--- src/sv/varint_control_message_parser_top_assert.svh ---
// Assertion macros shared by the parser RTL.
`ifndef VARINT_CONTROL_MESSAGE_PARSER_TOP_ASSERT_SVH
`define VARINT_CONTROL_MESSAGE_PARSER_TOP_ASSERT_SVH

// Same-cycle implication, checked on every clock edge outside reset.
`define VCMP_ASSERT_NOW(label, ante, cons, msg) \
    label: assert property (@(posedge aclk) disable iff (!aresetn) (ante) |-> (cons)) \
        else $error(msg);

// Next-cycle implication, checked on every clock edge outside reset.
`define VCMP_ASSERT_NEXT(label, ante, cons, msg) \
    label: assert property (@(posedge aclk) disable iff (!aresetn) (ante) |=> (cons)) \
        else $error(msg);

`endif

--- src/sv/vcmp_pkg.sv ---
// Types, constants and layout functions of the control message parser.
package vcmp_pkg;

    localparam int unsigned RECORD_LIMIT_VALUE = 64;
    localparam logic [6:0]  RECORD_LIMIT       = 7'(RECORD_LIMIT_VALUE);
    localparam logic [24:0] MAX_PAYLOAD_RESET  = 25'd16777216;
    localparam logic [2:0]  VARINT_MAX_BYTES   = 3'd5;

    localparam logic [31:0] MSG_TYPE_MIN       = 32'd21;
    localparam logic [31:0] MSG_TYPE_MAX       = 32'd30;
    localparam logic [31:0] MSG_TYPE_REQ_STR   = 32'd21;
    localparam logic [31:0] MSG_TYPE_REC_SGN   = 32'd22;
    localparam logic [31:0] MSG_TYPE_STR       = 32'd23;
    localparam logic [31:0] MSG_TYPE_REC_TAIL  = 32'd24;
    localparam logic [31:0] MSG_TYPE_SEVEN     = 32'd26;
    localparam logic [31:0] MSG_TYPE_RAW4      = 32'd28;

    localparam logic [3:0]  STEP_EXPECT_TYPE   = 4'd0;
    localparam logic [3:0]  STEP_FIRST         = 4'd1;
    localparam logic [24:0] RAW4_BYTES         = 25'd4;

    typedef enum logic [1:0] {
        KIND_FIELD   = 2'd0,
        KIND_PAYLOAD = 2'd1,
        KIND_ERROR   = 2'd2
    } kind_t;

    typedef enum logic [1:0] {
        ERR_UNKNOWN_TYPE = 2'd0,
        ERR_VARINT_LONG  = 2'd1,
        ERR_LENGTH       = 2'd2
    } err_t;

    typedef struct packed {
        kind_t       item_kind;
        logic [31:0] message_type;
        logic [2:0]  field_slot;
        logic        in_record;
        logic [5:0]  record_number;
        logic [31:0] field_value;
        err_t        error_code;
        logic        last_of_message;
    } result_t;

    typedef struct packed {
        logic [3:0] step;
        logic [6:0] records;
        logic [5:0] position;
    } adv_t;

    // Slot number reported for a field at the given layout step.
    function automatic logic [2:0] slot_of(input logic [31:0] t, input logic [3:0] s);
        logic [2:0] r;
        r = 3'd0;
        if (t == MSG_TYPE_REQ_STR || t == MSG_TYPE_SEVEN) begin
            r = s[2:0] - 3'd1;
        end else if (t == MSG_TYPE_REC_SGN) begin
            r = (s <= 4'd2) ? (s[2:0] - 3'd1) : (s[2:0] - 3'd3);
        end else if (t == MSG_TYPE_REC_TAIL) begin
            case (s)
                4'd3:    r = 3'd1;
                4'd4:    r = 3'd2;
                4'd5:    r = 3'd3;
                4'd6:    r = 3'd1;
                default: r = 3'd0;
            endcase
        end
        return r;
    endfunction

    function automatic logic rec_of(input logic [31:0] t, input logic [3:0] s);
        return (t == MSG_TYPE_REC_SGN && s >= 4'd3 && s <= 4'd7) ||
               (t == MSG_TYPE_REC_TAIL && s >= 4'd2 && s <= 4'd5);
    endfunction

    function automatic logic is_string(input logic [31:0] t, input logic [3:0] s);
        return (t == MSG_TYPE_REQ_STR && s == 4'd2) ||
               (t == MSG_TYPE_STR && s == 4'd1) ||
               (t == MSG_TYPE_REC_TAIL && s == 4'd3);
    endfunction

    // Next layout step after the current one completes. Step zero ends the message.
    // Closing a record decrements the record count and bumps the record position.
    function automatic adv_t advance(input logic [31:0] t, input logic [3:0] s,
                                     input logic [6:0] rl, input logic [5:0] pos);
        adv_t       a;
        logic [6:0] rl_dec;
        rl_dec     = (rl != 7'd0) ? (rl - 7'd1) : 7'd0;
        a.step     = STEP_EXPECT_TYPE;
        a.records  = rl;
        a.position = pos;
        if (t == MSG_TYPE_REQ_STR) begin
            if (s == 4'd1) a.step = 4'd2;
        end else if (t == MSG_TYPE_REC_SGN) begin
            if (s == 4'd1) begin
                a.step = 4'd2;
            end else if (s == 4'd2) begin
                a.step = (rl != 7'd0) ? 4'd3 : STEP_EXPECT_TYPE;
            end else if (s >= 4'd3 && s <= 4'd6) begin
                a.step = s + 4'd1;
            end else if (s == 4'd7) begin
                a.records  = rl_dec;
                a.position = pos + 6'd1;
                a.step     = (rl_dec != 7'd0) ? 4'd3 : STEP_EXPECT_TYPE;
            end
        end else if (t == MSG_TYPE_REC_TAIL) begin
            if (s == 4'd1) begin
                a.step = (rl != 7'd0) ? 4'd2 : 4'd6;
            end else if (s >= 4'd2 && s <= 4'd4) begin
                a.step = s + 4'd1;
            end else if (s == 4'd5) begin
                a.records  = rl_dec;
                a.position = pos + 6'd1;
                a.step     = (rl_dec != 7'd0) ? 4'd2 : 4'd6;
            end
        end else if (t == MSG_TYPE_SEVEN) begin
            if (s >= 4'd1 && s <= 4'd6) a.step = s + 4'd1;
        end
        return a;
    endfunction

endpackage

--- src/sv/varint_control_message_parser_top.sv ---
// Top level of the varint control message parser.
`include "varint_control_message_parser_top_assert.svh"

// The parser takes one control-channel byte per cycle on the slave stream and
// decodes little-endian 7-bit varints (up to five bytes, low 32 bits kept).
// Each message opens with a type varint, which yields no result. Types 21 to
// 30 follow fixed layouts of fields, repeated records (count clamped to 64)
// and length-prefixed byte strings. Every completed field and every string
// byte becomes one result word on the master stream, registered in the output
// stage before it leaves; tlast marks the final word of a message.
// An unknown type, a varint running past five bytes or a string length above
// max_payload_len produces a single error word with tlast set, and every
// later byte is then swallowed without result until reset. The rate is one
// byte per cycle while s_tready is high: all state updates in one combinational
// pass, and a two-deep output register (main stage plus skid) lets s_tready
// stay high while one result word waits, dropping only when both are full.
// The max_payload_len register is written through the cfg channel, which is
// always ready; it should be written only while the parser is idle.
module varint_control_message_parser_top
    import vcmp_pkg::*;
(
    input  logic        aclk,
    input  logic        aresetn,
    // Configuration write channel: max_payload_len.
    input  logic        cfg_valid,
    output logic        cfg_ready,
    input  logic [24:0] cfg_data,
    // Input stream, one word per byte.
    input  logic        s_tvalid,
    output logic        s_tready,
    input  logic [7:0]  s_tdata,        // [7:0] stream_byte
    // Result stream.
    output logic        m_tvalid,
    input  logic        m_tready,
    output logic [79:0] m_tdata,        // [31:0] message_type, [34:32] field_slot,
                                        // [35] in_record, [41:36] record_number,
                                        // [73:42] field_value, [75:74] error_code,
                                        // [79:76] zero
    output logic [1:0]  m_tuser,        // [1:0] item_kind
    output logic        m_tlast         // last_of_message
);

    // Parser state.
    logic [24:0] max_payload_len_reg, max_payload_len_next;
    logic        draining_reg, draining_next;
    logic [31:0] current_type_reg, current_type_next;
    logic [3:0]  layout_step_reg, layout_step_next;
    logic [31:0] varint_acc_reg, varint_acc_next;
    logic [2:0]  varint_cnt_reg, varint_cnt_next;
    logic [6:0]  records_left_reg, records_left_next;
    logic [5:0]  record_pos_reg, record_pos_next;
    logic [24:0] payload_left_reg, payload_left_next;
    logic        in_payload_reg, in_payload_next;

    // Output stages.
    logic        out_valid_reg, out_valid_next;
    logic        skid_valid_reg, skid_valid_next;
    result_t     out_data_reg, out_data_next;
    result_t     skid_data_reg, skid_data_next;

    // Combinational datapath.
    logic        accept;
    logic        pop;
    logic        res_valid;
    result_t     res;
    logic [2:0]  slot;
    logic        inrec;
    logic [5:0]  shift_mul;
    logic [4:0]  shamt;
    logic [31:0] varint_value;
    logic [2:0]  cnt_inc;
    logic [24:0] pl_dec;
    logic        count_step;
    logic [6:0]  count_clamped;
    logic [6:0]  records_in;
    adv_t        adv;
    logic        str_step;

    assign cfg_ready = 1'b1;
    assign s_tready  = !skid_valid_reg;
    assign accept    = s_tvalid && s_tready;
    assign pop       = out_valid_reg && m_tready;

    assign slot  = slot_of(current_type_reg, layout_step_reg);
    assign inrec = rec_of(current_type_reg, layout_step_reg);

    // Group shift of 7 * byte count, kept modulo 32.
    assign shift_mul    = ({3'd0, varint_cnt_reg} << 3) - {3'd0, varint_cnt_reg};
    assign shamt        = shift_mul[4:0];
    assign varint_value = varint_acc_reg | ({25'd0, s_tdata[6:0]} << shamt);
    assign cnt_inc      = varint_cnt_reg + 3'd1;
    assign pl_dec       = payload_left_reg - 25'd1;
    assign str_step     = is_string(current_type_reg, layout_step_reg);

    // Record count fields: the signed one clamps negatives to zero.
    always_comb begin
        count_step    = 1'b0;
        count_clamped = 7'd0;
        if (current_type_reg == MSG_TYPE_REC_SGN && layout_step_reg == 4'd2) begin
            count_step = 1'b1;
            if (varint_value[31]) begin
                count_clamped = 7'd0;
            end else if (varint_value > {25'd0, RECORD_LIMIT}) begin
                count_clamped = RECORD_LIMIT;
            end else begin
                count_clamped = varint_value[6:0];
            end
        end else if (current_type_reg == MSG_TYPE_REC_TAIL && layout_step_reg == 4'd1) begin
            count_step    = 1'b1;
            count_clamped = (varint_value > {25'd0, RECORD_LIMIT}) ? RECORD_LIMIT
                                                                    : varint_value[6:0];
        end
    end

    assign records_in = (count_step && !in_payload_reg) ? count_clamped : records_left_reg;
    assign adv = advance(current_type_reg, layout_step_reg, records_in, record_pos_reg);

    always_comb begin
        max_payload_len_next = max_payload_len_reg;
        draining_next        = draining_reg;
        current_type_next    = current_type_reg;
        layout_step_next     = layout_step_reg;
        varint_acc_next      = varint_acc_reg;
        varint_cnt_next      = varint_cnt_reg;
        records_left_next    = records_left_reg;
        record_pos_next      = record_pos_reg;
        payload_left_next    = payload_left_reg;
        in_payload_next      = in_payload_reg;

        res_valid           = 1'b0;
        res.item_kind       = KIND_FIELD;
        res.message_type    = current_type_reg;
        res.field_slot      = slot;
        res.in_record       = inrec;
        res.record_number   = inrec ? record_pos_reg : 6'd0;
        res.field_value     = varint_value;
        res.error_code      = ERR_UNKNOWN_TYPE;
        res.last_of_message = 1'b0;

        if (cfg_valid) begin
            max_payload_len_next = cfg_data;
        end

        if (accept && !draining_reg) begin
            if (in_payload_reg) begin
                res_valid         = 1'b1;
                res.item_kind     = KIND_PAYLOAD;
                res.field_value   = {24'd0, s_tdata};
                payload_left_next = pl_dec;
                if (pl_dec == 25'd0) begin
                    in_payload_next     = 1'b0;
                    layout_step_next    = adv.step;
                    records_left_next   = adv.records;
                    record_pos_next     = adv.position;
                    res.last_of_message = (adv.step == STEP_EXPECT_TYPE);
                end
            end else if (s_tdata[7]) begin
                // Continuation byte.
                varint_acc_next = varint_value;
                varint_cnt_next = cnt_inc;
                if (cnt_inc >= VARINT_MAX_BYTES) begin
                    res_valid           = 1'b1;
                    draining_next       = 1'b1;
                    in_payload_next     = 1'b0;
                    res.item_kind       = KIND_ERROR;
                    res.message_type    = (layout_step_reg == STEP_EXPECT_TYPE) ? 32'd0
                                                                               : current_type_reg;
                    res.error_code      = ERR_VARINT_LONG;
                end
            end else begin
                varint_acc_next = 32'd0;
                varint_cnt_next = 3'd0;
                if (layout_step_reg == STEP_EXPECT_TYPE) begin
                    if (varint_value < MSG_TYPE_MIN || varint_value > MSG_TYPE_MAX) begin
                        res_valid        = 1'b1;
                        draining_next    = 1'b1;
                        in_payload_next  = 1'b0;
                        res.item_kind    = KIND_ERROR;
                        res.message_type = varint_value;
                        res.error_code   = ERR_UNKNOWN_TYPE;
                    end else begin
                        current_type_next = varint_value;
                        layout_step_next  = STEP_FIRST;
                        records_left_next = 7'd0;
                        record_pos_next   = 6'd0;
                        if (varint_value == MSG_TYPE_RAW4) begin
                            payload_left_next = RAW4_BYTES;
                            in_payload_next   = 1'b1;
                        end
                    end
                end else if (str_step && varint_value > {7'd0, max_payload_len_reg}) begin
                    res_valid       = 1'b1;
                    draining_next   = 1'b1;
                    in_payload_next = 1'b0;
                    res.item_kind   = KIND_ERROR;
                    res.error_code  = ERR_LENGTH;
                end else if (str_step && varint_value != 32'd0) begin
                    // Length field of a non-empty string; its bytes follow.
                    res_valid         = 1'b1;
                    payload_left_next = varint_value[24:0];
                    in_payload_next   = 1'b1;
                end else begin
                    res_valid           = 1'b1;
                    layout_step_next    = adv.step;
                    records_left_next   = adv.records;
                    record_pos_next     = adv.position;
                    res.last_of_message = (adv.step == STEP_EXPECT_TYPE);
                end
            end
            if (res.item_kind == KIND_ERROR) begin
                res.field_slot      = 3'd0;
                res.in_record       = 1'b0;
                res.record_number   = 6'd0;
                res.field_value     = 32'd0;
                res.last_of_message = 1'b1;
            end
        end
    end

    // Output stage control: the skid stage only fills while the main stage stalls.
    always_comb begin
        out_valid_next  = out_valid_reg;
        skid_valid_next = skid_valid_reg;
        out_data_next   = out_data_reg;
        skid_data_next  = skid_data_reg;
        if (skid_valid_reg) begin
            if (pop) begin
                out_data_next   = skid_data_reg;
                skid_valid_next = 1'b0;
            end
        end else if (res_valid) begin
            if (!out_valid_reg || pop) begin
                out_data_next  = res;
                out_valid_next = 1'b1;
            end else begin
                skid_data_next  = res;
                skid_valid_next = 1'b1;
            end
        end else if (pop) begin
            out_valid_next = 1'b0;
        end
    end

    always_ff @(posedge aclk) begin
        if (!aresetn) begin
            max_payload_len_reg <= MAX_PAYLOAD_RESET;
            draining_reg        <= 1'b0;
            current_type_reg    <= 32'd0;
            layout_step_reg     <= STEP_EXPECT_TYPE;
            varint_acc_reg      <= 32'd0;
            varint_cnt_reg      <= 3'd0;
            records_left_reg    <= 7'd0;
            record_pos_reg      <= 6'd0;
            payload_left_reg    <= 25'd0;
            in_payload_reg      <= 1'b0;
            out_valid_reg       <= 1'b0;
            skid_valid_reg      <= 1'b0;
        end else begin
            max_payload_len_reg <= max_payload_len_next;
            draining_reg        <= draining_next;
            current_type_reg    <= current_type_next;
            layout_step_reg     <= layout_step_next;
            varint_acc_reg      <= varint_acc_next;
            varint_cnt_reg      <= varint_cnt_next;
            records_left_reg    <= records_left_next;
            record_pos_reg      <= record_pos_next;
            payload_left_reg    <= payload_left_next;
            in_payload_reg      <= in_payload_next;
            out_valid_reg       <= out_valid_next;
            skid_valid_reg      <= skid_valid_next;
        end
    end

    always_ff @(posedge aclk) begin
        out_data_reg  <= out_data_next;
        skid_data_reg <= skid_data_next;
    end

    assign m_tvalid = out_valid_reg;
    assign m_tuser  = out_data_reg.item_kind;
    assign m_tlast  = out_data_reg.last_of_message;
    assign m_tdata  = {4'd0,
                       out_data_reg.error_code,
                       out_data_reg.field_value,
                       out_data_reg.record_number,
                       out_data_reg.in_record,
                       out_data_reg.field_slot,
                       out_data_reg.message_type};

    `VCMP_ASSERT_NOW(a_skid_behind_main, skid_valid_reg, out_valid_reg, "skid full, main empty")
    `VCMP_ASSERT_NOW(a_error_is_last, out_valid_reg && out_data_reg.item_kind == KIND_ERROR, out_data_reg.last_of_message, "error word without tlast")
    `VCMP_ASSERT_NEXT(a_drain_sticks, draining_reg, draining_reg, "drain state left without reset")
    `VCMP_ASSERT_NOW(a_records_bound, 1'b1, records_left_reg <= RECORD_LIMIT, "record count above limit")
    `VCMP_ASSERT_NOW(a_payload_nonzero, in_payload_reg, payload_left_reg != 25'd0, "payload mode with zero bytes left")

endmodule

--- config.mk ---
export PLATFORM = sky130hd
export DESIGN_NAME = varint_control_message_parser_top
export DESIGN_NICKNAME = d
export VERILOG_FILES = /design/src/sv/vcmp_pkg.sv /design/src/sv/varint_control_message_parser_top.sv
export VERILOG_INCLUDE_DIRS = /design/src /design/src/sv
export SDC_FILE = /design/constraint.sdc
export NUM_CORES = 1
export LEC_CHECK = 0
export BUFFER_PORTS_ARGS = -buffer_cell sky130_fd_sc_hd__buf_4
export CAP_MARGIN = 15
export CORE_MARGIN = 2
export CORE_UTILIZATION = 45
export DETAILED_ROUTE_END_ITERATION = 7
export PLACE_DENSITY = 0.63
export SYNTH_ARGS = -nofsm -noshare
export SYNTH_HDL_FRONTEND = slang
export SYNTH_SLANG_ARGS = --single-unit
export TNS_END_PERCENT = 50
--- constraint.sdc ---
create_clock -name aclk -period 11.5 [get_ports aclk]
set_input_delay 0.575 -clock aclk [delete_from_list [all_inputs] [get_ports aclk]]
set_output_delay 0.575 -clock aclk [all_outputs]
set_load 0.01 [all_outputs]
Yosys cells after proc, flatten, opt, wreduce, memory -nomap -nowiden
Cells that the tools add are included.
{"block": "totals", "inputBits": 38, "wordCells": 250, "reg_bits": 296}
{"block": "op_classes", "muxes": 122, "bitwise_logic": 6, "order_cmp": 13, "n_reduce_logical": 48, "eq_ne": 24, "add_sub_neg": 8, "shift": 1}
{"operator": "$mux W79", "count": 5}
{"operator": "$eq A32 B5 Y1 const B", "count": 6}
{"operator": "$mux W25", "count": 7}
{"operator": "$mux W32", "count": 5}
{"operator": "$mux W34", "count": 3}
{"operator": "$mux W13", "count": 7}
{"operator": "$mux W7", "count": 13}
{"operator": "$mux W4", "count": 16}
{"operator": "$mux W6", "count": 8}
{"operator": "$mux W42", "count": 1}
{"operator": "$mux W1", "count": 36}
{"operator": "$gt A32 B25 Y1", "count": 1}
{"operator": "$gt A32 B5 Y1 const B", "count": 1}
{"operator": "$gt A32 B7 Y1 const B", "count": 1}
{"operator": "$lt A32 B5 Y1 const B", "count": 1}
{"operator": "$or A32 B32 Y32", "count": 1}
{"operator": "$reduce_bool A32 Y1", "count": 1}
{"operator": "$shl A7 B5 Y32", "count": 1}
{"operator": "$logic_not A25 Y1", "count": 1}
{"operator": "$sub A25 B1 Y25 const B", "count": 1}
{"operator": "$mux W2", "count": 11}
{"operator": "$logic_and A1 B1 Y1", "count": 18}
{"operator": "$mux W3", "count": 6}
{"operator": "$mux W17", "count": 1}
{"operator": "other kinds (34)", "count": 70}

Longest topological paths before layout
{"block": "logic_depth", "ltp_word": 29, "ltp_mapped": 25, "mapped_depth_nobuf": 20}

Worst setup path after synthesis
OpenSTA, ideal clock, no wires.
{"block": "synth_path", "kind": "reg-to-reg", "from": "register varint_cnt_reg[0]", "to": "register skid_data_reg[0] in the netlist's numbering (enable)", "slack_ps": 2456, "arrival_time_ps": 8431, "stages_incl_launch_ff": 16, "required_ps": 10887, "n_path_buf": 3, "setup_ps": 613, "cell_sequence": "dfxtp_1 buf_4 inv_2 buf_2 ha_1 buf_6 nand2b_1 a211oi_1 a21oi_1 inv_1 nand2_1 o31a_1 nand4_1 o21a_1 o21ai_0 nor3_1"}
{"block": "synth_via", "elab_chain_len": 11}
{"item": "start, declared", "line": "varint_control_message_parser_top.sv:49", "source": "logic [2:0] varint_cnt_reg, varint_cnt_next;"}
{"item": "start signal, assigned", "line": "varint_control_message_parser_top.sv:264", "source": "varint_cnt_reg <= varint_cnt_next;"}
{"item": "$sub A5 B3 Y5 (*)", "line": "varint_control_message_parser_top.sv:88", "source": "assign shift_mul = ({3'd0, varint_cnt_reg} << 3) - {3'd0, varint_cnt_reg};"}
{"item": "$shl A7 B5 Y32 (*)", "line": "varint_control_message_parser_top.sv:90", "source": "assign varint_value = varint_acc_reg | ({25'd0, s_tdata[6:0]} << shamt);"}
{"item": "$or A32 B32 Y32 (*)", "line": "varint_control_message_parser_top.sv:90"}
{"item": "via varint_value[2]", "line": "varint_control_message_parser_top.sv:70", "source": "logic [31:0] varint_value;"}
{"item": "$lt A32 B5 Y1 / $gt A32 B5 Y1 (equally long branches)", "line": "varint_control_message_parser_top.sv:174", "source": "if (varint_value < MSG_TYPE_MIN || varint_value > MSG_TYPE_MAX) begin"}
{"item": "$logic_or A1 B1 Y1 (*)", "line": "varint_control_message_parser_top.sv:174"}
{"item": "$mux W1 (*)", "line": "varint_control_message_parser_top.sv:174"}
{"item": "$mux W1 (*)", "line": "varint_control_message_parser_top.sv:173", "source": "if (layout_step_reg == STEP_EXPECT_TYPE) begin"}
{"item": "$mux W1 (*)", "line": "varint_control_message_parser_top.sv:157", "source": "end else if (s_tdata[7]) begin"}
{"item": "$mux W1 (*)", "line": "varint_control_message_parser_top.sv:145", "source": "if (in_payload_reg) begin"}
{"item": "$mux W1 (*)", "line": "varint_control_message_parser_top.sv:144", "source": "if (accept && !draining_reg) begin"}
{"item": "$reduce_and A3 Y1 (no source line) (*)"}
{"item": "end signal, assigned", "line": "varint_control_message_parser_top.sv:276", "source": "skid_data_reg <= skid_data_next;"}
{"item": "end, declared", "line": "varint_control_message_parser_top.sv:59", "source": "result_t skid_data_reg, skid_data_next;"}
Mark *: on every way through the listed nets, which the timed path passes. The rest lies on a longest branch.
A chain may end at the register's enable or synchronous reset.

==> report_table.html <==
<table>
<tr><th>Metric</th><th>Value</th></tr>
<tr><th colspan="2">STA</th></tr>
<tr><td>Portion of the clock cycle consumed by the worst path in the final layout</td><td>between 60% and 70%</td></tr>
<tr><td>Clock skew after layout</td><td>~0.012 ns</td></tr>
<tr><td>Normalized max-slew margin</td><td>between 15 and 20%</td></tr>
<tr><td>Final setup viols</td><td>0</td></tr>
<tr><td>Total negative slack for setup checks</td><td>0 ns</td></tr>
<tr><td>Final min period</td><td>7.578 ns</td></tr>
<tr><td>Fmax</td><td>132.0 MHz</td></tr>
<tr><td>RSZ-0062 raised after global routing</td><td>false</td></tr>
<tr><td>Worst-case setup margin in the final layout</td><td>3.922 ns</td></tr>
<tr><td>Total count of hold-check failures in the final report</td><td>0</td></tr>
<tr><td>Number of pins with negative max-slew slack in the final report</td><td>0</td></tr>
<tr><td>Worst hold margin</td><td>about 0.23 ns</td></tr>
<tr><td>Slew @ Worst Pin</td><td>around 1.3 ns</td></tr>
<tr><th colspan="2">Pwr</th></tr>
<tr><td>Leakage power summed over all cells</td><td>6.698 nW</td></tr>
<tr><td>Overall power</td><td>between 2 and 2.5 mW</td></tr>
<tr><td>Peak supply drop</td><td>roughly 0.00012 V</td></tr>
<tr><td>Cell area power density</td><td>between 100 and 150 mW/mm^2</td></tr>
<tr><th colspan="2">Logic synthesis</th></tr>
<tr><td>Most repeated cell in the gate-level netlist after synthesis</td><td>sky130_fd_sc_hd__nor2_1</td></tr>
<tr><td>Number of library cell types mapped by synthesis</td><td>97</td></tr>
<tr><td>Most used standard cells in the synthesized netlist</td><td>sky130_fd_sc_hd__nor2_1, sky130_fd_sc_hd__edfxtp_1, sky130_fd_sc_hd__nand2_1</td></tr>
<tr><td>Post-synth top flop</td><td>sky130_fd_sc_hd__edfxtp_1</td></tr>
<tr><td>Cell type contributing the most total cell area after synthesis</td><td>sky130_fd_sc_hd__edfxtp_1</td></tr>
<tr><td>Ranking of synthesized cells by area</td><td>sky130_fd_sc_hd__edfxtp_1, sky130_fd_sc_hd__dfxtp_1, sky130_fd_sc_hd__mux2_2, sky130_fd_sc_hd__nor2_1, sky130_fd_sc_hd__nand2_1</td></tr>
<tr><td>Count of state elements after synthesis</td><td>slightly below 300</td></tr>
<tr><td>Avg Synthesized Cell Area</td><td>approximately 9.8 um^2</td></tr>
<tr><td>Fraction of registers with async set/reset</td><td>0%</td></tr>
<tr><td>Number of instances in the synthesized netlist</td><td>1549</td></tr>
<tr><td>Yosys warnings</td><td>0</td></tr>
<tr><td>Post-synthesis sequential area ratio</td><td>between 40 and 50%</td></tr>
<tr><td>Share of Yosys cell area claimed by the top area cell type</td><td>between 30 and 40%</td></tr>
<tr><td>Post-synth EDFFs</td><td>about 160</td></tr>
<tr><td>Netlist Area Pre-Place</td><td>0.01520 mm^2</td></tr>
<tr><th colspan="2">Detailed routing</th></tr>
<tr><td>Initial drt markers</td><td>approximately 1100</td></tr>
<tr><td>Number of detailed-routing iterations run before antenna repair</td><td>5</td></tr>
<tr><td>Count of unresolved DRC violations after routing</td><td>0</td></tr>
<tr><td>Avg Vias per Cell</td><td>between 5 and 6</td></tr>
<tr><td>Number of routed nets with antenna violations</td><td>0</td></tr>
<tr><td>Total detailed-routing wirelength</td><td>roughly 46 mm</td></tr>
<tr><td>Wire length per cell after detailed routing</td><td>between 20 and 25 um</td></tr>
<tr><td>Via count</td><td>roughly 12000</td></tr>
<tr><th colspan="2">Clock tree</th></tr>
<tr><td>Clock tree from TritonCTS</td><td>done</td></tr>
<tr><td>Clock buffer count from CTS</td><td>31</td></tr>
<tr><td>Number of cells upsized or downsized after cts</td><td>0</td></tr>
<tr><td>Later-pin clock latency in the skew report</td><td>a little under 0.6 ns</td></tr>
<tr><td>Hold Buf Count CTS</td><td>0</td></tr>
<tr><td>Buffers from clock root to sink, at most</td><td>3</td></tr>
<tr><td>Count of H-tree levels built during CTS</td><td>1</td></tr>
<tr><td>Post-CTS Repair Setup Buffers</td><td>0</td></tr>
<tr><td>Buffer type at the clock tree root</td><td>sky130_fd_sc_hd__clkbuf_16</td></tr>
<tr><td>Sink Count</td><td>slightly below 300</td></tr>
<tr><td>Clock transition at the registers of the reported paths</td><td>~0.06 ns</td></tr>
<tr><th colspan="2">Global route</th></tr>
<tr><td>Maximum number of pins on one net before global-route repair</td><td>79</td></tr>
<tr><td>Initial antenna violation count</td><td>0</td></tr>
<tr><td>Overall overflow remaining after global route</td><td>0</td></tr>
<tr><td>Vias in the first global route</td><td>11750</td></tr>
<tr><td>First-pass GRT wire length</td><td>around 70 mm</td></tr>
<tr><td>Overall fraction of global-route tracks in use</td><td>25.70%</td></tr>
<tr><th colspan="2">Place</th></tr>
<tr><td>Post-place setup slack</td><td>between 4 and 5 ns</td></tr>
<tr><td>Final estimated routing congestion in global placement</td><td>0.9420</td></tr>
<tr><td>Number of buffers added on ports</td><td>~120</td></tr>
<tr><td>Final HPWL from detailed placement</td><td>between 30 and 40 mm</td></tr>
<tr><th colspan="2">Setup path</th></tr>
<tr><td>Required time reported for the critical path endpoint</td><td>between 10 and 15 ns</td></tr>
<tr><td>Capturing element type of the critical path</td><td>flop</td></tr>
<tr><td>CP Max Fanout</td><td>46</td></tr>
<tr><td>Startpoint class of the critical path</td><td>flop</td></tr>
<tr><td>Data arrival, critical path</td><td>about 7.9 ns</td></tr>
<tr><td>Critical Setup Path Class</td><td>reg -&gt; reg</td></tr>
<tr><th colspan="2">Layout</th></tr>
<tr><td>Fraction of final layout cells with drive strength greater than 1</td><td>18.58%</td></tr>
<tr><td>Max FFs per register</td><td>just under 80</td></tr>
<tr><td>Final antenna diode count</td><td>0</td></tr>
<tr><td>Number of nets in the layout</td><td>between 1500 and 2000</td></tr>
<tr><td>Fraction of the core area covered by cells at the end of the flow</td><td>52.30%</td></tr>
<tr><td>Filler Cells Inserted</td><td>3107</td></tr>
<tr><td>Area added between synthesis and finish</td><td>14.77%</td></tr>
<tr><th colspan="2">Run</th></tr>
<tr><td>Number of violations of the max-capacitance limit</td><td>0</td></tr>
<tr><th colspan="2">Run status</th></tr>
<tr><td>Result of the run</td><td>complete, no violations</td></tr>
<tr><th colspan="2">Floorplan</th></tr>
<tr><td>Initial Util</td><td>a little under half</td></tr>
<tr><td>Die Outline Area</td><td>approximately 0.035 mm^2</td></tr>
<tr><td>Number of rows created at floorplan</td><td>67</td></tr>
<tr><td>Boundary pin count</td><td>~120</td></tr>
<tr><td>Die height</td><td>187.8 um</td></tr>
<tr><td>Die outline width</td><td>187.8 um</td></tr>
<tr><td>Total core area</td><td>around 0.033 mm^2</td></tr>
<tr><th colspan="2">Hold path</th></tr>
<tr><td>Hold Path Class</td><td>in -&gt; reg</td></tr>
</table>
final cells by class:
cell class | count | area [um^2] | area share, %
Sequential cell | 296 | 7508 | 43.03
Multi-Input combinational cell | 1088 | 6997 | 40.10
Timing Repair Buffer | 150 | 1130 | 6.475
Clock buffer | 38 | 843.3 | 4.833
Tap cell | 448 | 560.5 | 3.212
Inverter | 71 | 266.5 | 1.527
Clock inverter | 20 | 143.9 | 0.8246
final timing paths:
check        cells after the start                 endpoint  slack [ns]                 start
max reg2reg                     19              m_tdata[62]        3.92     varint_cnt_reg[1]
min                              3  max_payload_len_reg[24]        0.23          cfg_data[24]
max                             19              m_tdata[62]        3.92     varint_cnt_reg[1]
min reg2reg                      2     payload_left_reg[23]        0.48  payload_left_reg[23]
report_power, final:
group	switching, mW	internal (mW)	total [mW]
registers	0.0139	1.14	1.16
logic	0.215	0.114	0.329
clock network	0.427	0.545	0.972
total	0.656	1.80	2.46
cells in the final DEF, fill, tap and decap left out, drive strengths merged, types with 28 or more instances in the layout:
cell type  count
nor2         159
edfxtp       158
buf          150
nand2        140
dfxtp        138
a21oi         99
o21ai         84
inv           72
mux2          55
nor3          47
and2          42
clkbuf        38
o31ai         37
mux2i         37
ha            33
nand3         28
per-stage QoR:
stage	cells	instance area [um^2]
after detailed placement	2053	16460
after CTS	2111	17450
after global placement	2052	16450
after floorplan	1552	15210
after global routing	2111	17450
final	2111	17450
cell families (layout without fill, tap and decap cells):
family / count (synthesis) / count (layout) / synth area share [%]
AOI/OAI and AO/OA: 398 / 398 / 17.83
buffers and inverters: 168 / 279 / 4.757
adders and majority gates: 33 / 33 / 2.716
other: 2 / 5 / 0.04940
muxes: 93 / 93 / 6.732
and+or+nand+nor: 532 / 532 / 16.89
DFF: 296 / 296 / 49.38
xor gates and xnor gates: 27 / 27 / 1.654
critical path, stage by stage (launching register included):
cell and delay, ns:
sky130_fd_sc_hd__dfxtp_1 0.79, sky130_fd_sc_hd__inv_1 0.29, sky130_fd_sc_hd__ha_1 1.06, sky130_fd_sc_hd__mux2i_1 0.63, sky130_fd_sc_hd__o221a_1 0.31, sky130_fd_sc_hd__a21oi_2 0.08
sky130_fd_sc_hd__a21oi_1 1.00, sky130_fd_sc_hd__inv_1 0.12, sky130_fd_sc_hd__ha_1 0.34, sky130_fd_sc_hd__nand3_1 0.07, sky130_fd_sc_hd__or3_1 0.32, sky130_fd_sc_hd__nor3_1 0.18
sky130_fd_sc_hd__o41ai_1 0.11, sky130_fd_sc_hd__a21oi_1 0.50, sky130_fd_sc_hd__o211a_1 0.21, sky130_fd_sc_hd__buf_4 0.26, sky130_fd_sc_hd__or2_1 0.15, sky130_fd_sc_hd__buf_4 0.41
sky130_fd_sc_hd__nor2b_1 0.13, sky130_fd_sc_hd__mux2_2 0.29
metal layers:
metal,vias up,GRT usage (%),wire length [um]
li1,5854,-,-
met1,5937,34.72,20020
met2,490,41.78,21130
met3,101,4.267,3322
met4,0,9.116,1739
met5,-,0,0
No activity file was read; power rests on OpenSTA's default activity.
